==> src/rtl/slbm_pkg.sv <==
package slbm_pkg;

	// Field widths fixed by the bus and the mapped memory space.
	localparam int ADDR_W  = 16;
	localparam int DATA_W  = 8;
	localparam int MAP_W   = 22;
	localparam int COUNT_W = 8;

	// Serial load register: five bits, loaded least significant bit first.
	localparam int SHIFT_W = 5;
	localparam int WCNT_W  = 3;

	localparam logic [SHIFT_W-1:0] SHIFT_INIT = 5'h10;
	// Number of earlier writes in a sequence at which the next write completes it.
	localparam logic [WCNT_W-1:0]  LAST_WRITE = 3'd4;

	// Configuration register indexes.
	localparam logic REG_PRG_BANK_COUNT = 1'b0;
	localparam logic REG_CHR_BANK_COUNT = 1'b1;

	localparam logic [COUNT_W-1:0] PRG_COUNT_RST = 8'd8;
	localparam logic [COUNT_W-1:0] CHR_COUNT_RST = 8'd0;

	// Access kinds.
	typedef enum logic [1:0] {
		CMD_CPU_WR = 2'd0,
		CMD_CPU_RD = 2'd1,
		CMD_PPU_RD = 2'd2,
		CMD_PPU_WR = 2'd3
	} cmd_t;

	// Target of a completed serial load, from address bits 14:13.
	typedef enum logic [1:0] {
		TGT_CONTROL = 2'd0,
		TGT_CHR0    = 2'd1,
		TGT_CHR1    = 2'd2,
		TGT_PRG     = 2'd3
	} tgt_t;

	// PRG banking modes.
	localparam logic [1:0] PRG_MODE_32K_A     = 2'd0;
	localparam logic [1:0] PRG_MODE_32K_B     = 2'd1;
	localparam logic [1:0] PRG_MODE_FIX_FIRST = 2'd2;
	localparam logic [1:0] PRG_MODE_FIX_LAST  = 2'd3;

	localparam logic [1:0] MIRROR_HORZ = 2'd3;

	// Banking state seen by the address translation.
	typedef struct packed {
		logic [1:0] prg_mode;
		logic       chr_mode;
		logic [1:0] mirror;
		logic [4:0] chr_lo;
		logic [4:0] chr_hi;
		logic [3:0] prg_sel;
	} bank_state_t;

endpackage

==> src/rtl/slbm_ctrl.sv <==
// Serial load sequencer and banking registers. Presents the banking state
// as it stands after the transaction in flight has been applied.
module slbm_ctrl (
	input  logic                          clk,
	input  logic                          arst_n,
	input  logic                          step,
	input  slbm_pkg::cmd_t                cmd,
	input  logic [slbm_pkg::ADDR_W-1:0]   address,
	input  logic [slbm_pkg::DATA_W-1:0]   data,
	output slbm_pkg::bank_state_t         st_nxt
);

	logic [slbm_pkg::SHIFT_W-1:0] shift_q, shift_nxt, shift_new;
	logic [slbm_pkg::WCNT_W-1:0]  wcnt_q, wcnt_nxt;
	slbm_pkg::bank_state_t        st_q;
	slbm_pkg::tgt_t               tgt;

	assign tgt       = slbm_pkg::tgt_t'(address[14:13]);
	assign shift_new = {data[0], shift_q[slbm_pkg::SHIFT_W-1:1]};

	// Next-state logic for a CPU write into the mapper window.
	always_comb begin
		shift_nxt = shift_q;
		wcnt_nxt  = wcnt_q;
		st_nxt    = st_q;
		if (step && cmd == slbm_pkg::CMD_CPU_WR && address[15]) begin
			if (data[7]) begin
				// Reset write: restart the sequence and fix the last PRG bank.
				shift_nxt       = slbm_pkg::SHIFT_INIT;
				wcnt_nxt        = '0;
				st_nxt.prg_mode = slbm_pkg::PRG_MODE_FIX_LAST;
			end else if (wcnt_q == slbm_pkg::LAST_WRITE) begin
				shift_nxt = slbm_pkg::SHIFT_INIT;
				wcnt_nxt  = '0;
				unique case (tgt)
					slbm_pkg::TGT_CONTROL: begin
						st_nxt.mirror   = shift_new[1:0];
						st_nxt.prg_mode = shift_new[3:2];
						st_nxt.chr_mode = shift_new[4];
					end
					slbm_pkg::TGT_CHR0: st_nxt.chr_lo  = shift_new;
					slbm_pkg::TGT_CHR1: st_nxt.chr_hi  = shift_new;
					slbm_pkg::TGT_PRG:  st_nxt.prg_sel = shift_new[3:0];
					default:            st_nxt         = st_q;
				endcase
			end else begin
				shift_nxt = shift_new;
				wcnt_nxt  = wcnt_q + 3'd1;
			end
		end
	end

	// State registers.
	always_ff @(posedge clk or negedge arst_n) begin
		if (!arst_n) begin
			shift_q     <= slbm_pkg::SHIFT_INIT;
			wcnt_q      <= '0;
			st_q.prg_mode <= slbm_pkg::PRG_MODE_FIX_LAST;
			st_q.chr_mode <= 1'b0;
			st_q.mirror   <= slbm_pkg::MIRROR_HORZ;
			st_q.chr_lo   <= '0;
			st_q.chr_hi   <= '0;
			st_q.prg_sel  <= '0;
		end else begin
			shift_q <= shift_nxt;
			wcnt_q  <= wcnt_nxt;
			st_q    <= st_nxt;
		end
	end

endmodule

==> src/rtl/slbm_xlate.sv <==
// Address translation for CPU reads and PPU accesses.
module slbm_xlate (
	input  slbm_pkg::cmd_t                 cmd,
	input  logic [slbm_pkg::ADDR_W-1:0]    address,
	input  slbm_pkg::bank_state_t          st,
	input  logic [slbm_pkg::COUNT_W-1:0]   prg_bank_count,
	input  logic [slbm_pkg::COUNT_W-1:0]   chr_bank_count,
	output logic                           hit,
	output logic [slbm_pkg::MAP_W-1:0]     mapped_address
);

	logic [slbm_pkg::COUNT_W-1:0] last_bank;
	logic                         chr_ram;
	logic                         ppu_win;

	assign last_bank = prg_bank_count - 8'd1;
	assign chr_ram   = (chr_bank_count == '0);
	assign ppu_win   = (address[15:13] == 3'b000);

	always_comb begin
		hit            = 1'b0;
		mapped_address = '0;
		unique case (cmd)
			slbm_pkg::CMD_CPU_WR: begin
				hit = 1'b0;
			end
			slbm_pkg::CMD_CPU_RD: begin
				if (address[15]) begin
					hit = 1'b1;
					unique case (st.prg_mode) inside
						slbm_pkg::PRG_MODE_32K_A, slbm_pkg::PRG_MODE_32K_B:
							mapped_address = {4'b0, st.prg_sel[3:1], address[14:0]};
						slbm_pkg::PRG_MODE_FIX_FIRST:
							mapped_address = address[14]
								? {4'b0, st.prg_sel, address[13:0]}
								: {8'b0, address[13:0]};
						default:
							mapped_address = address[14]
								? {last_bank, address[13:0]}
								: {4'b0, st.prg_sel, address[13:0]};
					endcase
				end
			end
			slbm_pkg::CMD_PPU_RD: begin
				if (ppu_win) begin
					hit = 1'b1;
					if (chr_ram) begin
						mapped_address = {9'b0, address[12:0]};
					end else if (!st.chr_mode) begin
						mapped_address = {5'b0, st.chr_lo[4:1], address[12:0]};
					end else if (address[12]) begin
						mapped_address = {5'b0, st.chr_hi, address[11:0]};
					end else begin
						mapped_address = {5'b0, st.chr_lo, address[11:0]};
					end
				end
			end
			default: begin
				// PPU write reaches only character RAM.
				if (ppu_win && chr_ram) begin
					hit            = 1'b1;
					mapped_address = {9'b0, address[12:0]};
				end
			end
		endcase
	end

endmodule

==> src/rtl/serial_loaded_bank_mapper_core.sv <==
// Channel   | Port group               | Contents (low bits first)
// ----------+--------------------------+------------------------------------------
// input     | s_tvalid/s_tready        | tuser: cmd[1:0]; tdata: address[15:0], data[23:16]
// result    | m_tvalid/m_tready        | tuser: hit; tdata: mapped_address[21:0], mirror_mode[23:22]
// config    | cfg_we/cfg_index/cfg_data| 0 prg_bank_count, 1 chr_bank_count
//
// One transaction per cycle while the result side does not stall; a result passes the input register
// and then translation and state update into the result register before it is offered.
// arst_n clears the pipeline and loads the power-up banking state at once.
// A stall on the result side holds the result register; the input register still
// takes one more transaction if it is empty, and s_tready drops while it is full.
module serial_loaded_bank_mapper_core (
	input  logic                             clk,
	input  logic                             arst_n,
	input  logic                             s_tvalid,
	output logic                             s_tready,
	input  logic [23:0]                      s_tdata,  // address[15:0], data[23:16]
	input  logic [1:0]                       s_tuser,  // cmd[1:0]
	output logic                             m_tvalid,
	input  logic                             m_tready,
	output logic [23:0]                      m_tdata,  // mapped_address[21:0], mirror_mode[23:22]
	output logic                             m_tuser,  // hit
	input  logic                             cfg_we,
	input  logic                             cfg_index,
	input  logic [slbm_pkg::COUNT_W-1:0]     cfg_data
);

	logic                          vld_s1;
	slbm_pkg::cmd_t                cmd_s1;
	logic [slbm_pkg::ADDR_W-1:0]   addr_s1;
	logic [slbm_pkg::DATA_W-1:0]   data_s1;

	logic                          vld_s2;
	logic                          hit_s2;
	logic [slbm_pkg::MAP_W-1:0]    maddr_s2;
	logic [1:0]                    mirror_s2;

	logic [slbm_pkg::COUNT_W-1:0]  prg_cnt_q, chr_cnt_q;

	logic                          adv;
	logic                          step;
	slbm_pkg::bank_state_t         st_nxt;
	logic                          hit;
	logic [slbm_pkg::MAP_W-1:0]    maddr;

	// The result stage moves when it is empty or being taken.
	assign adv      = !vld_s2 || m_tready;
	assign step     = vld_s1 && adv;
	assign s_tready = !vld_s1 || adv;

	// Configuration registers.
	always_ff @(posedge clk or negedge arst_n) begin
		if (!arst_n) begin
			prg_cnt_q <= slbm_pkg::PRG_COUNT_RST;
			chr_cnt_q <= slbm_pkg::CHR_COUNT_RST;
		end else if (cfg_we) begin
			if (cfg_index == slbm_pkg::REG_PRG_BANK_COUNT) begin
				prg_cnt_q <= cfg_data;
			end
			if (cfg_index == slbm_pkg::REG_CHR_BANK_COUNT) begin
				chr_cnt_q <= cfg_data;
			end
		end
	end

	// Input register.
	always_ff @(posedge clk or negedge arst_n) begin
		if (!arst_n) begin
			vld_s1 <= 1'b0;
		end else if (s_tready) begin
			vld_s1 <= s_tvalid;
		end
	end

	always_ff @(posedge clk) begin
		if (s_tready && s_tvalid) begin
			cmd_s1  <= slbm_pkg::cmd_t'(s_tuser);
			addr_s1 <= s_tdata[15:0];
			data_s1 <= s_tdata[23:16];
		end
	end

	slbm_ctrl u_ctrl (
		.clk     (clk),
		.arst_n  (arst_n),
		.step    (step),
		.cmd     (cmd_s1),
		.address (addr_s1),
		.data    (data_s1),
		.st_nxt  (st_nxt)
	);

	slbm_xlate u_xlate (
		.cmd            (cmd_s1),
		.address        (addr_s1),
		.st             (st_nxt),
		.prg_bank_count (prg_cnt_q),
		.chr_bank_count (chr_cnt_q),
		.hit            (hit),
		.mapped_address (maddr)
	);

	// Result register.
	always_ff @(posedge clk or negedge arst_n) begin
		if (!arst_n) begin
			vld_s2 <= 1'b0;
		end else if (adv) begin
			vld_s2 <= vld_s1;
		end
	end

	always_ff @(posedge clk) begin
		if (step) begin
			hit_s2    <= hit;
			maddr_s2  <= maddr;
			mirror_s2 <= st_nxt.mirror;
		end
	end

	assign m_tvalid = vld_s2;
	assign m_tuser  = hit_s2;
	assign m_tdata  = {mirror_s2, maddr_s2};

endmodule

==> config.mk <==
export PLATFORM = sky130hd
export DESIGN_NAME = serial_loaded_bank_mapper_core
export DESIGN_NICKNAME = d
export VERILOG_FILES = /design/src/rtl/slbm_pkg.sv /design/src/rtl/slbm_ctrl.sv /design/src/rtl/slbm_xlate.sv /design/src/rtl/serial_loaded_bank_mapper_core.sv
export SDC_FILE = /design/constraint.sdc
export NUM_CORES = 1
export LEC_CHECK = 0
export ABC_CLOCK_PERIOD_IN_PS = 3000
export BUFFER_PORTS_ARGS = -buffer_cell sky130_fd_sc_hd__clkbuf_2
export CORE_MARGIN = 3
export CORE_UTILIZATION = 30
export DETAILED_ROUTE_END_ITERATION = 10
export HOLD_SLACK_MARGIN = 0.12
export PLACE_DENSITY = 0.59
export SETUP_SLACK_MARGIN = 0.2
export SLEW_MARGIN = 0
export SYNTH_ARGS = -nofsm -noshare
export SYNTH_HDL_FRONTEND = slang
export SYNTH_HIERARCHICAL = 1
export SYNTH_SLANG_ARGS = --single-unit
export TNS_END_PERCENT = 50
==> constraint.sdc <==
create_clock -name clk -period 3 [get_ports clk]
set_input_delay 0 -clock clk [delete_from_list [all_inputs] [get_ports clk]]
set_output_delay 0 -clock clk [all_outputs]
set_load 0.05 [all_outputs]
---- Yosys cells after proc, flatten, opt, wreduce, memory -nomap -nowiden ----
Cells that the tools add are included.
cells by class
  add/subtract/negate cells ............... 2
  reductions and logical operators ........ 17
  bitwise operators ....................... 1
  equality and inequality tests ........... 8
  multiplexer cells ....................... 26
operators with widths
  operator                                          count
  two-way mux 22 bit                                5
  one-hot mux 22 bit (3 select lines)               1
  one-hot mux 22 bit (2 select lines)               1
  two-way mux 19 bit                                2
  two-way mux 17 bit                                2
  two-way mux 5 bit                                 5
  two-way mux 18 bit                                1
  two-way mux 13 bit                                1
  == test 2 bit, second input constant              4
  zero test 8 bit                                   1
  subtractor 8 x 1 -> 8 bit, second input constant  1
  == test 2 x 1 -> 1 bit, second input constant     3
  zero test 2 bit                                   3
  two-way mux 3 bit                                 2
  logical AND 1 bit                                 5
  two-way mux 4 bit                                 1
  AND reduction 2 bit                               2
  adder 3 x 1 -> 3 bit, second input constant       1
  == test 3 bit, second input constant              1
  zero test 3 bit                                   1
  two-way mux 1 bit                                 3
  one-hot mux 1 bit (3 select lines)                1
  zero test 1 bit                                   2
  logical OR 1 bit                                  2
  other kinds (3)                                   3
storage, ports and cells
  word-level logic and storage cells ...... 72
  bits in registers ....................... 96
  input bits .............................. 40

---- Logic depth before layout (Yosys ltp) ----
Gate-level depths: netlist of the first run.
  depth after elaboration ................. 11
  mapped depth ............................ 10

---- Modules after synthesis ----
The synthesis of the first run kept the hierarchy.
by module, submodules not included
  module                          area an instance (um^2)  cells an instance  times used
  serial_loaded_bank_mapper_core  2,263.4                  94                 1
  slbm_ctrl                       1,152.4                  82                 1
  slbm_xlate                      571.8                    82                 1

---- Worst setup path after synthesis of the first run ----
No wires, ideal clock.
  path type ............................... register to register
  from .................................... reg vld_s2, in the netlist m_tvalid
  to ...................................... reg maddr_s2[15] (netlist bit), data pin
  library setup time ...................... 264 ps
  period minus slack after synthesis ...... 3,208 ps
  slack ................................... -208 ps
  stages on the path, launching flop included .. 10
  path buffers ............................ 1
  arrival time ............................ 2,943 ps
  cell sequence ........................... dfrtp_1 > nand2b_1 > and2_1 > and4bb_1 > buf_6 > nor2_1 > a211oi_1 > o21ai_0 > a22oi_1 > o22ai_1
RTL lines
  element                 RTL line                               RTL
  from (decl)             serial_loaded_bank_mapper_core.sv:33   logic vld_s2;
  from (signal assigned)  serial_loaded_bank_mapper_core.sv:108  vld_s2 <= vld_s1;
  to (signal assigned)    serial_loaded_bank_mapper_core.sv:115  maddr_s2 <= maddr;
  to (decl)               serial_loaded_bank_mapper_core.sv:35   logic [slbm_pkg::MAP_W-1:0] maddr_s2;

==> results of run 1 <==
-- report_power, final --
group          switching [mW]  internal [mW]
logic                   0.226          0.166
clock network           0.437          0.644
registers              0.0766           1.40
total                   0.740           2.21
-- what timing repair did --
| item | CTS | global route |
|---|---|---|
| hold endpoints to repair | 61 | 0 |
| gates resized for setup | 0 | 2 |
| hold buffers | 32 | 0 |
| endpoints found under the setup margin | 0 | 4 |
| setup buffers | 0 | 0 |
-- layer usage --
metal / global-route usage, % / routed length (microns) / vias to the layer above / part of all wire, %
met3: 4.02 / 401 / 4 / 5.3
met2: 18.2 / 3540 / 75 / 47
met5: 0 / 0 / - / 0
met4: 4.56 / 86 / 0 / 1.1
li1: - / - / 1154 / -
met1: 14.8 / 3490 / 1161 / 46
-- registers in the layout (all words and copies together), names as in the netlist --
signal,flops
maddr_s2,22
m_tvalid,1
u_ctrl/shift_q,4
m_tuser,1
cmd_s1,2
prg_cnt_q,8
chr_cnt_q,8
data_s1,2
mirror_s2,2
u_ctrl/st_q,19
vld_s1,1
u_ctrl/wcnt_q,3
addr_s1,16
-- final cells by class --
type	count	area (sq um)
repair buffers	102	696
clock inverters	5	55.1
clock buffers	11	233
multi-input cells	147	1270
fillers	1169	7250
well taps	168	210
flip-flops and latches	89	2460
inverters	9	33.8
-- cell usage in the layout, fill, tap and decap left out, types with 3 or more instances in the layout --
master and instances:
sky130_fd_sc_hd__a22o_1 3, sky130_fd_sc_hd__ha_1 3, sky130_fd_sc_hd__buf_4 10, sky130_fd_sc_hd__inv_1 9
sky130_fd_sc_hd__dlygate4sd3_1 32, sky130_fd_sc_hd__clkbuf_2 60, sky130_fd_sc_hd__a31oi_1 3, sky130_fd_sc_hd__o21ai_0 5
sky130_fd_sc_hd__mux2_2 20, sky130_fd_sc_hd__mux2_4 13, sky130_fd_sc_hd__nor2b_2 7, sky130_fd_sc_hd__o22ai_1 4
sky130_fd_sc_hd__nor2_1 12, sky130_fd_sc_hd__dfstp_2 6, sky130_fd_sc_hd__a21oi_1 3, sky130_fd_sc_hd__mux2i_1 5
sky130_fd_sc_hd__nand3b_1 3, sky130_fd_sc_hd__nand2b_1 3, sky130_fd_sc_hd__edfxtp_1 45, sky130_fd_sc_hd__clkbuf_16 9
sky130_fd_sc_hd__nor3_1 4, sky130_fd_sc_hd__nand2_1 10, sky130_fd_sc_hd__a22oi_1 3, sky130_fd_sc_hd__dfrtp_1 38
sky130_fd_sc_hd__and2b_2 3
-- metrics by stage --
step	worst slack (ps)	instance area (sq um)	power [mW]
4_1_cts	373	4950	2.99
3_5_place_dp	382	4340	1.86
2_1_floorplan	203	3820	1.74
6_report	463	4960	2.95
3_3_place_gp	449	4340	1.85
5_1_grt	275	4960	3.09
-- worst paths after layout --
check / depth (start not counted) / from / end / slack [ps]
max: 9 / m_tvalid / maddr_s2[14] / 460
min: 3 / cfg_index / chr_cnt_q[5] / 140
max reg2reg: 9 / m_tvalid / maddr_s2[14] / 460
min reg2reg: 1 / u_ctrl/st_q[5] / u_ctrl/st_q[5] / 490
max in group asynchronous: 3 / arst_n / prg_cnt_q[3] / 1980
min in group asynchronous: 2 / arst_n / m_tvalid / 260
-- worst min-delay path: stages --
cell	delay (ps)
sky130_fd_sc_hd__clkbuf_2	90
sky130_fd_sc_hd__nand2_2	170
sky130_fd_sc_hd__mux2_2	180
==> impl_metrics.xml, run 1 <==
<?xml version="1.0" encoding="UTF-8"?>
<metrics>
  <group name="outcome">
    <metric name="status" unit="">finished, final reports clean</metric>
  </group>
  <group name="min_path">
    <metric name="min_path_type" unit="">input port to register</metric>
  </group>
  <group name="global_routing">
    <metric name="grt-ovfl-total" unit="">0</metric>
    <metric name="grt_max_degree" unit="">30</metric>
    <metric name="track_usage" unit="%">11.6</metric>
    <metric name="grt_first_pass_wirelength" unit="mm">12.8</metric>
    <metric name="antenna_found_initial" unit="">0</metric>
    <metric name="first_global_vias" unit="">2538</metric>
  </group>
  <group name="final_layout">
    <metric name="areaGrowthSynthToFinish" unit="%">30.2</metric>
    <metric name="antenna-diode-count" unit="">0</metric>
    <metric name="drive_above_1_share" unit="%">40.8</metric>
    <metric name="final_util" unit="%">40.6</metric>
    <metric name="nets" unit="">401</metric>
    <metric name="instances_no_fill" unit="">531</metric>
  </group>
  <group name="die">
    <metric name="initial_core_util" unit="%">31.2</metric>
    <metric name="chipHeight" unit="microns">119</metric>
    <metric name="die_width" unit="microns">119</metric>
    <metric name="boundaryPins" unit="">67</metric>
    <metric name="floorplan.die_area" unit="sq um">14100</metric>
    <metric name="core-area" unit="sq um">12200</metric>
    <metric name="placementRows" unit="">40</metric>
  </group>
  <group name="critical_path">
    <metric name="end_kind" unit="">register</metric>
    <metric name="slowest_delay" unit="ps">390</metric>
    <metric name="crit_chain" unit="">nand2b_1 &gt; and2_2 &gt; and4bb_1 &gt; nand4_1 &gt; mux2_2 &gt; nand2_1 &gt; mux2i_1 &gt; a22oi_1 &gt; o22ai_1</metric>
    <metric name="timing.critical_path.buf_inv" unit="">0</metric>
    <metric name="cp.required" unit="ps">3070</metric>
    <metric name="crit_path_top_delay_cell" unit="">sky130_fd_sc_hd__dfrtp_1</metric>
    <metric name="path_delay_family" unit="">simple AND/OR/NAND/NOR gates</metric>
    <metric name="cp_data_arrival_time" unit="ps">2610</metric>
    <metric name="cp_max_fo" unit="">8</metric>
    <metric name="startpoint_type" unit="">register</metric>
    <metric name="timing_worst_setup_path_type" unit="">register to register</metric>
  </group>
  <group name="routing">
    <metric name="drt-total-wl" unit="mm">7.51</metric>
    <metric name="route.antenna.remaining_nets" unit="">0</metric>
    <metric name="detail_route.iter0.violations" unit="">176</metric>
    <metric name="post-route-drc-count" unit="">0</metric>
    <metric name="detail_route.wl_per_cell" unit="microns">14.2</metric>
    <metric name="routed-via-count" unit="">2394</metric>
    <metric name="1st_pass_router_iterations" unit="">4</metric>
    <metric name="vias_per_cell" unit="">4.51</metric>
  </group>
  <group name="synthesis">
    <metric name="avgSynthCellArea" unit="sq um">15.1</metric>
    <metric name="yosys_warnings" unit="">6</metric>
    <metric name="synth_area" unit="sq um">3810</metric>
    <metric name="syn-instance-count" unit="">252</metric>
    <metric name="synth_fp_nets" unit="">295</metric>
  </group>
  <group name="sta">
    <metric name="finalSetupViolCount" unit="">0</metric>
    <metric name="setup_tns" unit="ps">0</metric>
    <metric name="finalHoldViolations" unit="">0</metric>
    <metric name="final_critical_path_share_of_the_clock_period" unit="%">84.6</metric>
    <metric name="timing.fmax" unit="MHz">394</metric>
    <metric name="min_period" unit="ps">2540</metric>
    <metric name="hold-worst-slack" unit="ps">142</metric>
    <metric name="rsz0062_at_grt" unit="">false</metric>
    <metric name="tightestPinTransition" unit="ps">866</metric>
    <metric name="final_max_slew_viol_count" unit="">0</metric>
    <metric name="maxSlewHeadroom" unit="%">42.2</metric>
    <metric name="finClkSkew" unit="ps">5.58</metric>
  </group>
  <group name="place">
    <metric name="dpl.cell_count" unit="">483</metric>
    <metric name="io_buffers" unit="">60</metric>
    <metric name="place.detailed.hpwl" unit="mm">5.25</metric>
    <metric name="finalWeightedCongestion" unit="">0.754</metric>
  </group>
  <group name="clocking">
    <metric name="tritoncts" unit="">done</metric>
    <metric name="clock_sinks" unit="">89</metric>
    <metric name="cts.clk_slew.worst_paths" unit="ps">60</metric>
    <metric name="clk_root_buffer_cell" unit="">sky130_fd_sc_hd__clkbuf_16</metric>
    <metric name="cts-buffers-inserted" unit="">9</metric>
    <metric name="clockBufferDepth" unit="">2</metric>
    <metric name="worst_skew_pair.late_latency" unit="ps">330</metric>
    <metric name="htreeDepth" unit="">3</metric>
  </group>
  <group name="job">
    <metric name="max-cap-violations" unit="">0</metric>
  </group>
  <group name="power_and_ir_drop">
    <metric name="peak_vdd_ir" unit="V">0.000275</metric>
    <metric name="power_leakage" unit="nW">2.10</metric>
    <metric name="power_density" unit="nW/um^2">595</metric>
  </group>
</metrics>
Power figures use the tool's default switching activity.
==> inputs of run 2 (changes only) <==
--- a/config.mk
+++ b/config.mk
@@ -5,13 +5,14 @@
 export SDC_FILE = /design/constraint.sdc
 export NUM_CORES = 1
 export LEC_CHECK = 0
-export ABC_CLOCK_PERIOD_IN_PS = 3000
+export ABC_AREA = 1
+export ABC_CLOCK_PERIOD_IN_PS = 2500
 export BUFFER_PORTS_ARGS = -buffer_cell sky130_fd_sc_hd__clkbuf_2
 export CORE_MARGIN = 3
 export CORE_UTILIZATION = 30
 export DETAILED_ROUTE_END_ITERATION = 10
 export HOLD_SLACK_MARGIN = 0.12
-export PLACE_DENSITY = 0.59
+export PLACE_DENSITY = 0.57
 export SETUP_SLACK_MARGIN = 0.2
 export SLEW_MARGIN = 0
 export SYNTH_ARGS = -nofsm -noshare
==> constraint.sdc (replaced) <==
create_clock -name clk -period 2.5 [get_ports clk]
set_input_delay 0 -clock clk [delete_from_list [all_inputs] [get_ports clk]]
set_output_delay 0 -clock clk [all_outputs]
set_load 0.05 [all_outputs]
==> impl_metrics.xml, run 2 <==
<?xml version="1.0" encoding="UTF-8"?>
<metrics>
  <group name="sta">
    <metric name="final_critical_path_share_of_the_clock_period" unit="%">81.9</metric>
    <metric name="timing.fmax" unit="MHz">489</metric>
    <metric name="final_max_slew_viol_count" unit="">0</metric>
    <metric name="setup_tns" unit="ps">0</metric>
    <metric name="tightestPinTransition" unit="ps">763</metric>
    <metric name="finClkSkew" unit="ps">6.49</metric>
    <metric name="rsz0062_at_grt" unit="">false</metric>
    <metric name="finalSetupViolCount" unit="">0</metric>
    <metric name="postLayoutSetupSlackWorst" unit="ps">453</metric>
    <metric name="maxSlewHeadroom" unit="%">49.1</metric>
    <metric name="min_period" unit="ps">2050</metric>
    <metric name="finalHoldViolations" unit="">0</metric>
  </group>
  <group name="critical_path">
    <metric name="timing.critical_path.buf_inv" unit="">1</metric>
    <metric name="startpoint_type" unit="">register</metric>
    <metric name="slowest_delay" unit="ps">490</metric>
    <metric name="crit_path_top_delay_cell" unit="">sky130_fd_sc_hd__edfxtp_1</metric>
    <metric name="critical_path.most_common_cell" unit="">sky130_fd_sc_hd__nand2_1</metric>
    <metric name="crit_chain" unit="">nor2_1 &gt; nand3_4 &gt; inv_4 &gt; nand3_2 &gt; nand2_4 &gt; nand2_2 &gt; nor2_1 &gt; o21ai_0 &gt; nand2_1 &gt; nand2_1 &gt; nand2_1 &gt; nand2_1</metric>
    <metric name="cp_max_fo" unit="">9</metric>
    <metric name="end_kind" unit="">register</metric>
    <metric name="path_delay_family" unit="">simple AND/OR/NAND/NOR gates</metric>
    <metric name="cp_data_arrival_time" unit="ps">2140</metric>
    <metric name="timing_worst_setup_path_type" unit="">register to register</metric>
    <metric name="cp.required" unit="ps">2590</metric>
  </group>
  <group name="power_and_ir_drop">
    <metric name="power_leakage" unit="nW">2.44</metric>
    <metric name="total_power" unit="mW">3.89</metric>
    <metric name="peak_vdd_ir" unit="V">0.000385</metric>
    <metric name="power_density" unit="nW/um^2">735</metric>
  </group>
  <group name="final_layout">
    <metric name="layout_top_registers" unit="">maddr_s2: 22 flops, u_ctrl/st_q: 19 flops, addr_s1: 16 flops</metric>
    <metric name="most_common_library_cell_in_the_layout_ignoring_fill_and_taps" unit="">sky130_fd_sc_hd__nand2_1</metric>
    <metric name="antenna-diode-count" unit="">0</metric>
    <metric name="final_util" unit="%">41.2</metric>
    <metric name="drive_above_1_share" unit="%">27.7</metric>
    <metric name="most-common-layout-cells" unit="">sky130_fd_sc_hd__nand2_1, sky130_fd_sc_hd__clkbuf_2, sky130_fd_sc_hd__edfxtp_1</metric>
    <metric name="nets" unit="">533</metric>
    <metric name="largest_register" unit="">maddr_s2</metric>
    <metric name="areaGrowthSynthToFinish" unit="%">31.8</metric>
    <metric name="postLayoutCellArea" unit="sq um">5290</metric>
    <metric name="largest_register_ff_count" unit="">22</metric>
  </group>
  <group name="synthesis">
    <metric name="syn-instance-count" unit="">382</metric>
    <metric name="avgSynthCellArea" unit="sq um">10.5</metric>
    <metric name="yosys_warnings" unit="">6</metric>
    <metric name="synth_area" unit="sq um">4010</metric>
    <metric name="synth_fp_nets" unit="">425</metric>
  </group>
  <group name="job">
    <metric name="max-cap-violations" unit="">0</metric>
  </group>
  <group name="global_routing">
    <metric name="track_usage" unit="%">12.5</metric>
    <metric name="grt-ovfl-total" unit="">0</metric>
    <metric name="first_global_vias" unit="">2992</metric>
    <metric name="antenna_found_initial" unit="">0</metric>
    <metric name="grt_first_pass_wirelength" unit="mm">14.4</metric>
    <metric name="grt_max_degree" unit="">31</metric>
  </group>
  <group name="place">
    <metric name="place.detailed.hpwl" unit="mm">6.34</metric>
    <metric name="dpl_cell_area" unit="sq um">4550</metric>
    <metric name="io_buffers" unit="">60</metric>
    <metric name="finalWeightedCongestion" unit="">0.768</metric>
    <metric name="pre_cts_slack" unit="ps">385</metric>
  </group>
  <group name="routing">
    <metric name="route.antenna.remaining_nets" unit="">0</metric>
    <metric name="wl_met3" unit="microns">333</metric>
    <metric name="detail_route.iter0.violations" unit="">152</metric>
    <metric name="post-route-drc-count" unit="">0</metric>
    <metric name="highest-signal-layer" unit="">met4</metric>
    <metric name="drt-total-wl" unit="mm">8.63</metric>
    <metric name="1st_pass_router_iterations" unit="">4</metric>
    <metric name="vias_per_cell" unit="">4.38</metric>
    <metric name="detail_route.wl_per_cell" unit="microns">12.9</metric>
    <metric name="routedLengthMet1" unit="mm">3.76</metric>
    <metric name="dr_wl_met2" unit="mm">4.42</metric>
    <metric name="routed-via-count" unit="">2923</metric>
  </group>
  <group name="clocking">
    <metric name="post_cts.repair.setup_buffers" unit="">0</metric>
    <metric name="clock_sinks" unit="">89</metric>
    <metric name="cts-buffers-inserted" unit="">9</metric>
    <metric name="clk_root_buffer_cell" unit="">sky130_fd_sc_hd__clkbuf_16</metric>
    <metric name="worst_skew_pair.late_latency" unit="ps">340</metric>
    <metric name="htreeDepth" unit="">3</metric>
    <metric name="cts.clk_slew.worst_paths" unit="ps">60</metric>
    <metric name="tritoncts" unit="">done</metric>
    <metric name="clockBufferDepth" unit="">2</metric>
  </group>
  <group name="min_path">
    <metric name="min_path_type" unit="">input port to async pin</metric>
  </group>
  <group name="die">
    <metric name="initial_core_util" unit="%">31.3</metric>
    <metric name="boundaryPins" unit="">67</metric>
    <metric name="floorplan.die_area" unit="sq um">14800</metric>
    <metric name="placementRows" unit="">41</metric>
    <metric name="core-area" unit="sq um">12800</metric>
    <metric name="chipHeight" unit="microns">122</metric>
    <metric name="die_width" unit="microns">122</metric>
  </group>
  <group name="outcome">
    <metric name="status" unit="">finished, final reports clean</metric>
  </group>
</metrics>
## run 2: cell count changes in the layout (fill, tap and decap cells not counted), sizes merged, moves of 5 or more
cell         change
buf              -6
inv             +23
mux2            -33
nand2          +110
a21boi          +12
nor2b           -10
nor2            +15
nand3           +50
mux2i            -5
o21ai           +12
dlygate4sd3      +8
## run 2: metal layers
layer | vias up | GRT usage (%)
li1 | 1495 | -
met1 | 1369 | 15.5
met2 | 50 | 21.5
met3 | 9 | 3.25
met4 | 0 | 3.99
met5 | - | 0
## run 2: repair_timing
action | in CTS | in global routing
hold buffers | 40 | 0
endpoints found under the setup margin | 0 | 6
endpoints found under the hold margin | 66 | 0
resized for setup | 0 | 1
## run 2: path summary, 6_finish.rpt
check | startpoint | end | slack [ps] | depth (start not counted)
max in group asynchronous | arst_n | u_ctrl/st_q[14] | 1480 | 3
worst min register to register | chr_cnt_q[4] | chr_cnt_q[4] | 470 | 2
min in group clk | s_tdata[11] | addr_s1[11] | 370 | 2
worst max register to register | cmd_s1[0] | maddr_s2[12] | 450 | 12
worst max-delay path | cmd_s1[0] | maddr_s2[12] | 450 | 12
worst min-delay path | arst_n | prg_cnt_q[2] | 260 | 2
## run 2: cell type report
type | instances | area [sq um]
inverter | 34 | 138
timing repair buffer | 104 | 731
multi-input combinational | 252 | 1410
clock inverter | 6 | 106
sequential | 89 | 2460
clock buffer | 10 | 229
fill | 1262 | 7540
tap | 172 | 215
## run 2: report_power, final
group	switching (mW)	internal [mW]	leakage, nW
sequential	0.0952	1.69	1.00
clock	0.531	0.971	0.160
combinational	0.395	0.201	1.28
total	1.02	2.86	2.44
## run 2: per-stage QoR
| step | instances | hold slack (ps) |
|---|---|---|
| floorplan | 382 | -296 |
| global placement | 611 | 93.4 |
| detailed placement | 611 | 119 |
| CTS | 667 | 286 |
| global route | 667 | 340 |
| finish | 667 | 263 |
==> inputs of run 3 (changes only) <==
--- a/config.mk
+++ b/config.mk
@@ -5,8 +5,8 @@
 export SDC_FILE = /design/constraint.sdc
 export NUM_CORES = 1
 export LEC_CHECK = 0
-export ABC_AREA = 1
-export ABC_CLOCK_PERIOD_IN_PS = 2500
+export ABC_AREA = 0
+export ABC_CLOCK_PERIOD_IN_PS = 2050
 export BUFFER_PORTS_ARGS = -buffer_cell sky130_fd_sc_hd__clkbuf_2
 export CORE_MARGIN = 3
 export CORE_UTILIZATION = 30
==> constraint.sdc (replaced) <==
create_clock -name clk -period 2.05 [get_ports clk]
set_input_delay 0 -clock clk [delete_from_list [all_inputs] [get_ports clk]]
set_output_delay 0 -clock clk [all_outputs]
set_load 0.05 [all_outputs]
==> impl_metrics.xml, run 3 (synthesis results as in run 1) <==
<?xml version="1.0" encoding="UTF-8"?>
<metrics>
  <group name="outcome">
    <metric name="status" unit="">complete, but fails checks</metric>
    <metric name="violations_in_the_final_reports" unit="">negative setup slack</metric>
  </group>
  <group name="clocking">
    <metric name="clockBufferDepth" unit="">2</metric>
    <metric name="clk_root_buffer_cell" unit="">sky130_fd_sc_hd__clkbuf_16</metric>
    <metric name="htreeDepth" unit="">3</metric>
    <metric name="tritoncts" unit="">done</metric>
    <metric name="cts-buffers-inserted" unit="">9</metric>
    <metric name="clock_sinks" unit="">89</metric>
    <metric name="worst_skew_pair.late_latency" unit="ps">340</metric>
    <metric name="cts.clk_slew.worst_paths" unit="ps">60</metric>
  </group>
  <group name="routing">
    <metric name="post-route-drc-count" unit="">0</metric>
    <metric name="route.antenna.remaining_nets" unit="">0</metric>
    <metric name="detail_route.iter0.violations" unit="">130</metric>
    <metric name="drt-total-wl" unit="mm">8.07</metric>
    <metric name="vias_per_cell" unit="">4.47</metric>
    <metric name="detail_route.wl_per_cell" unit="microns">14.3</metric>
    <metric name="1st_pass_router_iterations" unit="">4</metric>
    <metric name="routed-via-count" unit="">2515</metric>
  </group>
  <group name="critical_path">
    <metric name="startpoint_type" unit="">register</metric>
    <metric name="rr_startpoint" unit="">m_tvalid</metric>
    <metric name="slowest_delay" unit="ps">400</metric>
    <metric name="setup.worst_path.end" unit="">maddr_s2[14]</metric>
    <metric name="cp_max_fo" unit="">5</metric>
    <metric name="crit_chain" unit="">nand2b_1 &gt; and2_4 &gt; buf_4 &gt; nand4bb_4 &gt; nor3_4 &gt; mux2_4 &gt; nand2_8 &gt; mux2i_1 &gt; o22ai_1</metric>
    <metric name="crit_path_top_delay_cell" unit="">sky130_fd_sc_hd__dfrtp_2</metric>
    <metric name="rr_endpoint" unit="">maddr_s2[14]</metric>
    <metric name="cp.required" unit="ps">2130</metric>
    <metric name="r2r.worst_path.cells" unit="">9</metric>
    <metric name="timing_worst_setup_path_type" unit="">register to register</metric>
    <metric name="cp-startpoint" unit="">m_tvalid</metric>
    <metric name="cp_data_arrival_time" unit="ps">2260</metric>
    <metric name="end_kind" unit="">register</metric>
    <metric name="regToRegSetupSlack" unit="ps">-130</metric>
  </group>
  <group name="global_routing">
    <metric name="grt-ovfl-total" unit="">0</metric>
    <metric name="antenna_found_initial" unit="">0</metric>
    <metric name="grt_first_pass_wirelength" unit="mm">13.2</metric>
    <metric name="first_global_vias" unit="">2560</metric>
    <metric name="grtUsageMet3" unit="%">3.83</metric>
    <metric name="grt_max_degree" unit="">34</metric>
    <metric name="gr-max-usage-layer" unit="">met2</metric>
    <metric name="gr-usage-met1" unit="%">15.1</metric>
    <metric name="track_usage" unit="%">12.0</metric>
    <metric name="grt_use_met2" unit="%">19.3</metric>
  </group>
  <group name="min_path">
    <metric name="min_path_type" unit="">input port to register</metric>
  </group>
  <group name="sta">
    <metric name="setup_tns" unit="ps">-735</metric>
    <metric name="postLayoutSetupSlackWorst" unit="ps">-128</metric>
    <metric name="finalSetupViolCount" unit="">10</metric>
    <metric name="maxSlewHeadroom" unit="%">43.7</metric>
    <metric name="finalHoldViolations" unit="">0</metric>
    <metric name="rsz0062_at_grt" unit="">true</metric>
    <metric name="tightestPinTransition" unit="ps">845</metric>
    <metric name="min_period" unit="ps">2180</metric>
    <metric name="finClkSkew" unit="ps">8.51</metric>
    <metric name="timing.fmax" unit="MHz">459</metric>
    <metric name="final_critical_path_share_of_the_clock_period" unit="%">106</metric>
    <metric name="final_max_slew_viol_count" unit="">0</metric>
  </group>
  <group name="die">
    <metric name="die_width" unit="microns">119</metric>
    <metric name="chipHeight" unit="microns">119</metric>
    <metric name="core-area" unit="sq um">12200</metric>
    <metric name="boundaryPins" unit="">67</metric>
    <metric name="placementRows" unit="">40</metric>
    <metric name="initial_core_util" unit="%">31.2</metric>
    <metric name="floorplan.die_area" unit="sq um">14100</metric>
  </group>
  <group name="place">
    <metric name="dpl.cell_count" unit="">501</metric>
    <metric name="finalWeightedCongestion" unit="">0.819</metric>
    <metric name="dpl_cell_area" unit="sq um">4510</metric>
    <metric name="io_buffers" unit="">60</metric>
    <metric name="place.detailed.hpwl" unit="mm">5.74</metric>
  </group>
  <group name="final_layout">
    <metric name="most_common_library_cell_in_the_layout_ignoring_fill_and_taps" unit="">sky130_fd_sc_hd__clkbuf_2</metric>
    <metric name="instances_no_fill" unit="">563</metric>
    <metric name="layout_top_registers" unit="">maddr_s2: 22 flops, u_ctrl/st_q: 19 flops, addr_s1: 16 flops</metric>
    <metric name="drive_above_1_share" unit="%">49.6</metric>
    <metric name="areaGrowthSynthToFinish" unit="%">41.2</metric>
    <metric name="postLayoutCellArea" unit="sq um">5380</metric>
    <metric name="final_util" unit="%">44.0</metric>
    <metric name="largest_register" unit="">maddr_s2</metric>
    <metric name="most-common-layout-cells" unit="">sky130_fd_sc_hd__clkbuf_2, sky130_fd_sc_hd__edfxtp_1, sky130_fd_sc_hd__dfrtp_1, sky130_fd_sc_hd__buf_4, sky130_fd_sc_hd__dlygate4sd3_1</metric>
    <metric name="nets" unit="">433</metric>
    <metric name="final.fill_count" unit="">1129</metric>
    <metric name="antenna-diode-count" unit="">0</metric>
    <metric name="largest_register_ff_count" unit="">22</metric>
  </group>
  <group name="power_and_ir_drop">
    <metric name="power_density" unit="nW/um^2">823</metric>
    <metric name="power_leakage" unit="nW">2.29</metric>
    <metric name="peak_vdd_ir" unit="V">0.000417</metric>
  </group>
  <group name="job">
    <metric name="max-cap-violations" unit="">0</metric>
  </group>
</metrics>
## run 3: worst min path at each step
| stage | start | cells after the start | end |
|---|---|---|---|
| floorplan | arst_n | 0 | chr_cnt_q[0] |
| global placement | arst_n | 1 | chr_cnt_q[5] |
| detailed placement | arst_n | 1 | chr_cnt_q[5] |
| CTS | cfg_index | 3 | chr_cnt_q[5] |
| global route | cfg_we | 3 | prg_cnt_q[5] |
| finish | cfg_index | 3 | chr_cnt_q[2] |
## run 3: power by group
group | leakage [nW] | internal [mW] | switching (mW)
Clock | 0.142 | 0.898 | 0.663
Combinational | 1.16 | 0.324 | 0.368
Sequential | 0.991 | 2.05 | 0.121
Total | 2.29 | 3.27 | 1.15
## run 3: final cells by class
type                    count  area (sq um)  area share [%]
multi-input cells         147          1410            26.3
clock buffers              12           258            4.80
clock inverters             4          27.5           0.512
flip-flops and latches     89          2460            45.8
repair buffers            134           972            18.1
well taps                 168           210            3.91
inverters                   9          33.8           0.628
## run 3: per-stage QoR
stage	hold WS, ps	setup slack (ps)	power (mW)
6_report	138	-128	4.42
5_1_grt	141	-289	4.63
4_1_cts	129	-135	4.45
3_5_place_dp	148	-174	2.77
3_3_place_gp	148	-195	2.76
2_1_floorplan	-296	-393	2.55
## run 3: worst max-delay path: cells and delay by family, from the launching register on
kind / cells / cell delay, ps
simple gates: 5 / 710
flops: 1 / 400
compound gates: 1 / 100
buf+inv: 1 / 110
mux: 2 / 600
## run 3: what timing repair did
| action | 4_1_cts | 5_1_grt |
|---|---|---|
| pin swaps | 8 | 4 |
| gates cloned | 0 | 0 |
| gates resized for setup | 14 | 13 |
| setup buffers | 8 | 6 |
| setup endpoints to repair | 13 | 29 |
| hold endpoints to repair | 64 | 0 |
| hold buffers | 32 | 0 |
## run 3: per-layer routing
layer | part of all wire (%) | vias to the layer above
li1 | - | 1210
met1 | 46 | 1213
met2 | 47 | 80
met3 | 4.9 | 12
met4 | 1.6 | 0
met5 | 0 | -
